$ cat src/rtl/core/nwed_pkg.sv
// Shared types, constants and helpers for the nearest-word edit distance block.
package nwed_pkg;

    localparam int MAX_LEN_DEF = 32;
    localparam int CH_W        = 8;
    localparam int DIST_W      = 7;
    localparam int COUNT_W     = 20;
    localparam int IN_DATA_W   = 8;
    localparam int IN_USER_W   = 2;
    localparam int OUT_DATA_W  = 40;
    localparam int OUT_USER_W  = 3;

    localparam logic [DIST_W-1:0]  DIST_MAX   = 7'd127;
    localparam logic [COUNT_W-1:0] COUNT_MAX  = 20'hFFFFF;
    localparam logic [1:0]         SUB_COST   = 2'd2;
    localparam logic [1:0]         INDEL_COST = 2'd1;

    typedef enum logic [1:0] {
        CMD_QCHAR = 2'd0,
        CMD_QEND  = 2'd1,
        CMD_DCHAR = 2'd2,
        CMD_DEND  = 2'd3
    } cmd_t;

    typedef enum logic [1:0] {
        VERDICT_NEW   = 2'd0,
        VERDICT_TIE   = 2'd1,
        VERDICT_WORSE = 2'd2
    } verdict_t;

    // One dictionary character on its way down the row of cells
    typedef struct packed {
        logic              valid;
        logic [CH_W-1:0]   ch;
        logic [DIST_W-1:0] diag;
        logic [DIST_W-1:0] left;
    } nwed_token_t;

    function automatic logic [DIST_W-1:0] sat_add(input logic [DIST_W-1:0] a,
                                                  input logic [1:0] b);
        logic [DIST_W:0] s;
        s = {1'b0, a} + {{(DIST_W-1){1'b0}}, b};
        return (s > {1'b0, DIST_MAX}) ? DIST_MAX : s[DIST_W-1:0];
    endfunction

    function automatic logic [DIST_W-1:0] min3(input logic [DIST_W-1:0] a,
                                               input logic [DIST_W-1:0] b,
                                               input logic [DIST_W-1:0] c);
        logic [DIST_W-1:0] m;
        m = (a <= b) ? a : b;
        return (m <= c) ? m : c;
    endfunction

endpackage

$ cat src/rtl/core/nearest_word_edit_distance_top.sv
// Nearest-word edit distance: a row of DP cells, one per query position, plus search control.
// Each dictionary character enters the row at cell zero and walks it one cell a cycle;
// the characters of a word may enter back to back, one per cycle, as s_tready never holds them.
// Query commands and word end wait until the row has drained (word end also for a free output);
// the result of a word end appears in the output register on the next cycle.
// Reset (rst_n, async low) sets DP entry j to j, clears lengths, counts and best distance.
module nearest_word_edit_distance_top
    import nwed_pkg::*;
#(
    parameter int MAX_LEN = MAX_LEN_DEF
)
(
    input  logic                  clk,
    input  logic                  rst_n,
    input  logic                  s_tvalid,
    output logic                  s_tready,
    input  logic [IN_DATA_W-1:0]  s_tdata,   // ch[7:0]
    input  logic [IN_USER_W-1:0]  s_tuser,   // cmd[1:0]
    output logic                  m_tvalid,
    input  logic                  m_tready,
    output logic [OUT_DATA_W-1:0] m_tdata,   // distance[6:0], best_distance[13:7],
                                             // word_index[33:14], zero[39:34]
    output logic [OUT_USER_W-1:0] m_tuser    // verdict[1:0], too_long[2]
);

    localparam int LEN_W = $clog2(MAX_LEN + 1);
    localparam logic [LEN_W-1:0] LEN_MAX = LEN_W'(MAX_LEN);

    cmd_t              cmd;
    logic [CH_W-1:0]   ch;
    logic              busy;
    logic [MAX_LEN-1:0] busy_vec;
    logic              acc;
    logic              acc_qchar;
    logic              acc_qend;
    logic              acc_dchar;
    logic              acc_dend;
    logic              clear;

    logic [LEN_W-1:0]  qlen_reg, qlen_next, qlen_eff;
    logic              qovf_reg, qovf_next;
    logic              qclosed_reg, qclosed_next;
    logic [LEN_W-1:0]  wlen_reg, wlen_next;
    logic              wovf_reg, wovf_next;
    logic [DIST_W-1:0] best_reg, best_next;
    logic              have_best_reg, have_best_next;
    logic [COUNT_W-1:0] wcount_reg, wcount_next;
    logic [DIST_W-1:0] dp0_reg, dp0_next;

    logic              out_valid_reg, out_valid_next;
    logic [DIST_W-1:0] out_dist_reg;
    logic [DIST_W-1:0] out_best_reg;
    verdict_t          out_verdict_reg;
    logic [COUNT_W-1:0] out_index_reg;
    logic              out_long_reg;

    logic              word_go;
    logic [DIST_W-1:0] word_dist;
    verdict_t          verdict;
    logic [MAX_LEN:0][DIST_W-1:0] dp_vec;
    nwed_token_t       tok [0:MAX_LEN];
    logic [MAX_LEN-1:0] q_we;

    assign cmd = cmd_t'(s_tuser[1:0]);
    assign ch  = s_tdata[CH_W-1:0];

    // Dictionary characters stream in; others wait for a drained row, word end also for free output
    always_comb
    begin
        case (cmd)
            CMD_DCHAR: s_tready = 1'b1;
            CMD_DEND:  s_tready = !busy && (!out_valid_reg || m_tready);
            default:   s_tready = !busy;
        endcase
    end

    assign acc       = s_tvalid && s_tready;
    assign acc_qchar = acc && (cmd == CMD_QCHAR);
    assign acc_qend  = acc && (cmd == CMD_QEND);
    assign acc_dchar = acc && (cmd == CMD_DCHAR);
    assign acc_dend  = acc && (cmd == CMD_DEND);
    assign clear     = acc_qchar || acc_qend || acc_dend;
    assign qlen_eff  = qclosed_reg ? '0 : qlen_reg;
    assign word_go   = acc_dchar && (wlen_reg < LEN_MAX);

    // Cell zero: column of the empty query prefix
    assign dp0_next = sat_add(dp0_reg, INDEL_COST);
    assign tok[0].valid = word_go;
    assign tok[0].ch    = ch;
    assign tok[0].diag  = dp0_reg;
    assign tok[0].left  = dp0_next;
    assign dp_vec[0]    = dp0_reg;

    genvar j;
    generate
        for (j = 1; j <= MAX_LEN; j++)
        begin : g_cell
            assign q_we[j-1] = acc_qchar && (qlen_eff == LEN_W'(j - 1));
            assign busy_vec[j-1] = tok[j].valid;

            nwed_cell #(
                .INDEX (j)
            ) u_cell (
                .clk     (clk),
                .rst_n   (rst_n),
                .clear   (clear),
                .q_we    (q_we[j-1]),
                .q_ch    (ch),
                .tok_in  (tok[j-1]),
                .tok_out (tok[j]),
                .dp      (dp_vec[j])
            );
        end
    endgenerate

    assign busy      = |busy_vec;
    assign word_dist = dp_vec[qlen_reg];

    always_comb
    begin
        qlen_next      = qlen_reg;
        qovf_next      = qovf_reg;
        qclosed_next   = qclosed_reg;
        wlen_next      = wlen_reg;
        wovf_next      = wovf_reg;
        best_next      = best_reg;
        have_best_next = have_best_reg;
        wcount_next    = wcount_reg;
        verdict        = VERDICT_WORSE;

        if (acc_qchar)
        begin
            qclosed_next = 1'b0;
            if (qlen_eff < LEN_MAX)
            begin
                qlen_next = qlen_eff + LEN_W'(1);
                qovf_next = qclosed_reg ? 1'b0 : qovf_reg;
            end
            else
            begin
                qlen_next = qlen_eff;
                qovf_next = 1'b1;
            end
        end

        if (acc_qend)
        begin
            qclosed_next   = 1'b1;
            have_best_next = 1'b0;
            best_next      = '0;
            wcount_next    = '0;
        end

        if (acc_dchar)
        begin
            if (word_go)
                wlen_next = wlen_reg + LEN_W'(1);
            else
                wovf_next = 1'b1;
        end

        if (acc_dend)
        begin
            if (!have_best_reg || word_dist < best_reg)
            begin
                verdict        = VERDICT_NEW;
                best_next      = word_dist;
                have_best_next = 1'b1;
            end
            else if (word_dist == best_reg)
                verdict = VERDICT_TIE;
            else
                verdict = VERDICT_WORSE;
            if (wcount_reg != COUNT_MAX)
                wcount_next = wcount_reg + COUNT_W'(1);
        end

        // Drop the open word on any command that ends or discards it
        if (clear)
        begin
            wlen_next = '0;
            wovf_next = 1'b0;
        end
    end

    always_comb
    begin
        if (acc_dend)
            out_valid_next = 1'b1;
        else if (m_tready)
            out_valid_next = 1'b0;
        else
            out_valid_next = out_valid_reg;
    end

    always_ff @(posedge clk or negedge rst_n)
    begin
        if (!rst_n)
        begin
            qlen_reg      <= '0;
            qovf_reg      <= 1'b0;
            qclosed_reg   <= 1'b0;
            wlen_reg      <= '0;
            wovf_reg      <= 1'b0;
            best_reg      <= '0;
            have_best_reg <= 1'b0;
            wcount_reg    <= '0;
            dp0_reg       <= '0;
            out_valid_reg <= 1'b0;
        end
        else
        begin
            qlen_reg      <= qlen_next;
            qovf_reg      <= qovf_next;
            qclosed_reg   <= qclosed_next;
            wlen_reg      <= wlen_next;
            wovf_reg      <= wovf_next;
            best_reg      <= best_next;
            have_best_reg <= have_best_next;
            wcount_reg    <= wcount_next;
            out_valid_reg <= out_valid_next;
            if (clear)
                dp0_reg <= '0;
            else if (word_go)
                dp0_reg <= dp0_next;
        end
    end

    always_ff @(posedge clk)
    begin
        if (acc_dend)
        begin
            out_dist_reg    <= word_dist;
            out_best_reg    <= best_next;
            out_verdict_reg <= verdict;
            out_index_reg   <= wcount_reg;
            out_long_reg    <= qovf_reg || wovf_reg;
        end
    end

    assign m_tvalid = out_valid_reg;
    assign m_tdata  = {{(OUT_DATA_W - 2*DIST_W - COUNT_W){1'b0}},
                       out_index_reg, out_best_reg, out_dist_reg};
    assign m_tuser  = {out_long_reg, out_verdict_reg};

endmodule

$ cat src/rtl/core/nwed_cell.sv
// One query position: holds its query character and DP entry, updates on a passing word.
module nwed_cell
    import nwed_pkg::*;
#(
    parameter int INDEX = 1
)
(
    input  logic              clk,
    input  logic              rst_n,
    input  logic              clear,
    input  logic              q_we,
    input  logic [CH_W-1:0]   q_ch,
    input  nwed_token_t       tok_in,
    output nwed_token_t       tok_out,
    output logic [DIST_W-1:0] dp
);

    localparam logic [DIST_W-1:0] INIT =
        DIST_W'((INDEX > int'(DIST_MAX)) ? int'(DIST_MAX) : INDEX);

    logic [CH_W-1:0]   q_reg;
    logic [DIST_W-1:0] dp_reg;
    logic [DIST_W-1:0] dp_next;
    nwed_token_t       tok_reg;
    logic [DIST_W-1:0] sub_cost;

    always_comb
    begin
        sub_cost = sat_add(tok_reg.diag, (q_reg == tok_reg.ch) ? 2'd0 : SUB_COST);
        dp_next  = min3(sat_add(dp_reg, INDEL_COST), sat_add(tok_reg.left, INDEL_COST),
                        sub_cost);
    end

    always_ff @(posedge clk or negedge rst_n)
    begin
        if (!rst_n)
        begin
            dp_reg  <= INIT;
            tok_reg <= '0;
        end
        else
        begin
            tok_reg <= tok_in;
            if (clear)
                dp_reg <= INIT;
            else if (tok_reg.valid)
                dp_reg <= dp_next;
        end
    end

    always_ff @(posedge clk)
    begin
        if (q_we)
            q_reg <= q_ch;
    end

    // Hand the old entry on as the next cell's diagonal, the new one as its left
    assign tok_out.valid = tok_reg.valid;
    assign tok_out.ch    = tok_reg.ch;
    assign tok_out.diag  = dp_reg;
    assign tok_out.left  = dp_next;
    assign dp            = dp_reg;

endmodule
$ cat config.mk
export PLATFORM = sky130hd
export DESIGN_NAME = nearest_word_edit_distance_top
export DESIGN_NICKNAME = d
export VERILOG_FILES = /design/src/rtl/core/nwed_pkg.sv /design/src/rtl/core/nearest_word_edit_distance_top.sv /design/src/rtl/core/nwed_cell.sv
export SDC_FILE = /design/constraint.sdc
export NUM_CORES = 2
export LEC_CHECK = 0
export BUFFER_PORTS_ARGS = -buffer_cell sky130_fd_sc_hd__buf_2
export CAP_MARGIN = 15
export CORE_ASPECT_RATIO = 0.6
export CORE_MARGIN = 4
export CORE_UTILIZATION = 33
export CTS_CLUSTER_DIAMETER = 200
export CTS_CLUSTER_SIZE = 25
export DETAILED_ROUTE_END_ITERATION = 6
export PLACE_DENSITY_LB_ADDON = 0.08
export SYNTH_ARGS = -nofsm -noshare
export SYNTH_HDL_FRONTEND = slang
export SYNTH_HIERARCHICAL = 1
export SYNTH_SLANG_ARGS = --single-unit
$ cat constraint.sdc
create_clock -name clk -period 18.95 [get_ports clk]
set_input_delay 4.7375 -clock clk [delete_from_list [all_inputs] [get_ports clk]]
set_output_delay 4.7375 -clock clk [all_outputs]
set_load 0.005 [all_outputs]
==> metrics <==
drt drc 0; vias in the first global route 53,100; clock slew at reported path FFs 0.10 ns; Yosys warning count 6; most frequent cells in the layout dfrtp_1, nor2_1, nand2_1; # port buffers 52; CP peak stage delay 0.21 ns; final wirelength 238 mm; Top Family by Delay on Critical Path simple AND/OR/NAND/NOR gates; Critical Path Slowest Stage Cell and3_1; Mapped Area 80,300 µm²; crit path cell chain buf_2 -> nand3b_1 -> and3_1 -> nand3_1 -> nand2_1 -> buf_2; postcts setup bufs 0; drt first-iter violations 5,327; Final Cycle Share 54.6%; CTS buffer count 58; Post-CTS Hold Fix Bufs 0; H-tree depth 2; chip width 645 µm; row count 139; DP Wirelength 183 mm; Req. time, crit path 14.21 ns; Setup violations, final 0; Buf/Inv on CP 2; total gr overflow 0; max-cap viol count 0; Area Growth Syn to Fin 2.68%; Detailed Routing Iterations Pass 1 6; # IOs 59; Final Net Count 7,854; Final min period 10.34 ns; largest net degree at the start of global routing 153; status complete, no violations; Critical Path Fanout Max 3; Final Skew 0.0581 ns; unrepaired setup endpoints after global routing false; DR WL/cell 22.4 µm; CP endpoint kind primary output; CTS tree built; GRT Resource Usage Total 18.5%; post-cts resize count 0; die height 390 µm; HP Class register to register; Syn Area/Cell 10.3 µm²; Fin. Hold Viols 0; GP Congestion 0.883; vias per cell 5.30; crit path DAT 5.60 ns; Slew Limit Headroom 22.2%; die area 252,000 µm²; Clock Tree Root clkbuf_16; layout cell share with drive strength beyond 1 11.0%; Sink Count 1,304; cell mode on critical path buf_2; critical path startpoint category input pin; Post-Syn Instances 7,828; Largest register FFs 448; WS Path Type input pin to primary output; worst skew pair latency 0.78 ns; worst-margin pin slew 1.15 ns; first-pass GRT wire length 357 mm; antenna viol nets, final 0; initial antenna violation count 33; Fillers 24,200; DR vias 56,400; fmax 96.7 MHz; initial core utilization 33.4%; worst-case clock buffer depth 3; commonest non-fill, non-tap cell in the layout dfrtp_1; core area 241,000 µm²; fin. max-slew vios 0; setup_tns 0 ns
worst register-to-register path, delay by kind of cell, from the launching register on:
kind                       cells  cell delay, ns
buffers and inverters          1            0.09
muxes                          2            0.95
DFF                            1            0.68
and+or+nand+nor                8            1.73
AOI/OAI and AO/OA              3            1.46
adders and majority gates      2            0.58
path summary, 6_finish.rpt:
path / from / to / slack, ns / depth (start not counted)
worst max-delay path: m_tready / s_tready / 8.61 / 6
worst min-delay path: g_cell[30].u_cell/tok_out[14]$_DFF_PN0_ / g_cell[31].u_cell/tok_out[14]$_DFF_PN0_ / 0.38 / 0
worst max register to register: g_cell[6].u_cell/dp[1]$_DFFE_PN1P_ / g_cell[6].u_cell/dp[6]$_DFFE_PN0P_ / 13.40 / 16
worst min register to register: g_cell[30].u_cell/tok_out[14]$_DFF_PN0_ / g_cell[31].u_cell/tok_out[14]$_DFF_PN0_ / 0.38 / 0
max in group asynchronous: rst_n / g_cell[20].u_cell/tok_out[14]$_DFF_PN0_ / 11.99 / 4
min in group asynchronous: rst_n / g_cell[27].u_cell/tok_reg[5]$_DFF_PN0_ / 3.96 / 1
per-stage QoR:
step	hold slack, ns	cells	setup WS (ns)	utilization [%]	cell area (µm²)
6_report	0.380	10600	8.61	34.3	82500
5_1_grt	0.394	10600	8.55	34.3	82400
4_1_cts	0.385	10600	8.62	34.2	82400
3_5_place_dp	0.379	10500	8.62	33.5	80700
3_3_place_gp	0.378	10500	8.61	33.5	80700
2_1_floorplan	0.423	7833	7.15	-	80300
cell type report:
| cell class | instances | area (µm²) | area share [%] |
|---|---|---|---|
| clock buffers | 106 | 1630 | 1.98 |
| well taps | 3243 | 4060 | 4.92 |
| diodes | 5 | 12.5 | 0.0152 |
| flip-flops and latches | 1304 | 34200 | 41.5 |
| repair buffers | 106 | 696 | 0.844 |
| clock inverters | 4 | 110 | 0.134 |
| multi-input cells | 5451 | 40200 | 48.7 |
| inverters | 425 | 1600 | 1.93 |
metal layers:
metal	routed length (µm)	vias to the layer above	global-route usage, %
met1	136000	28000	32.5
met5	13	-	0
li1	-	26900	-
met3	14500	134	2.86
met4	3360	2	2.75
met2	84500	1433	22.8
Power is left out: the tool's default activity adds up to more than one toggle a clock period on the data nets, which glitch-free logic cannot reach.
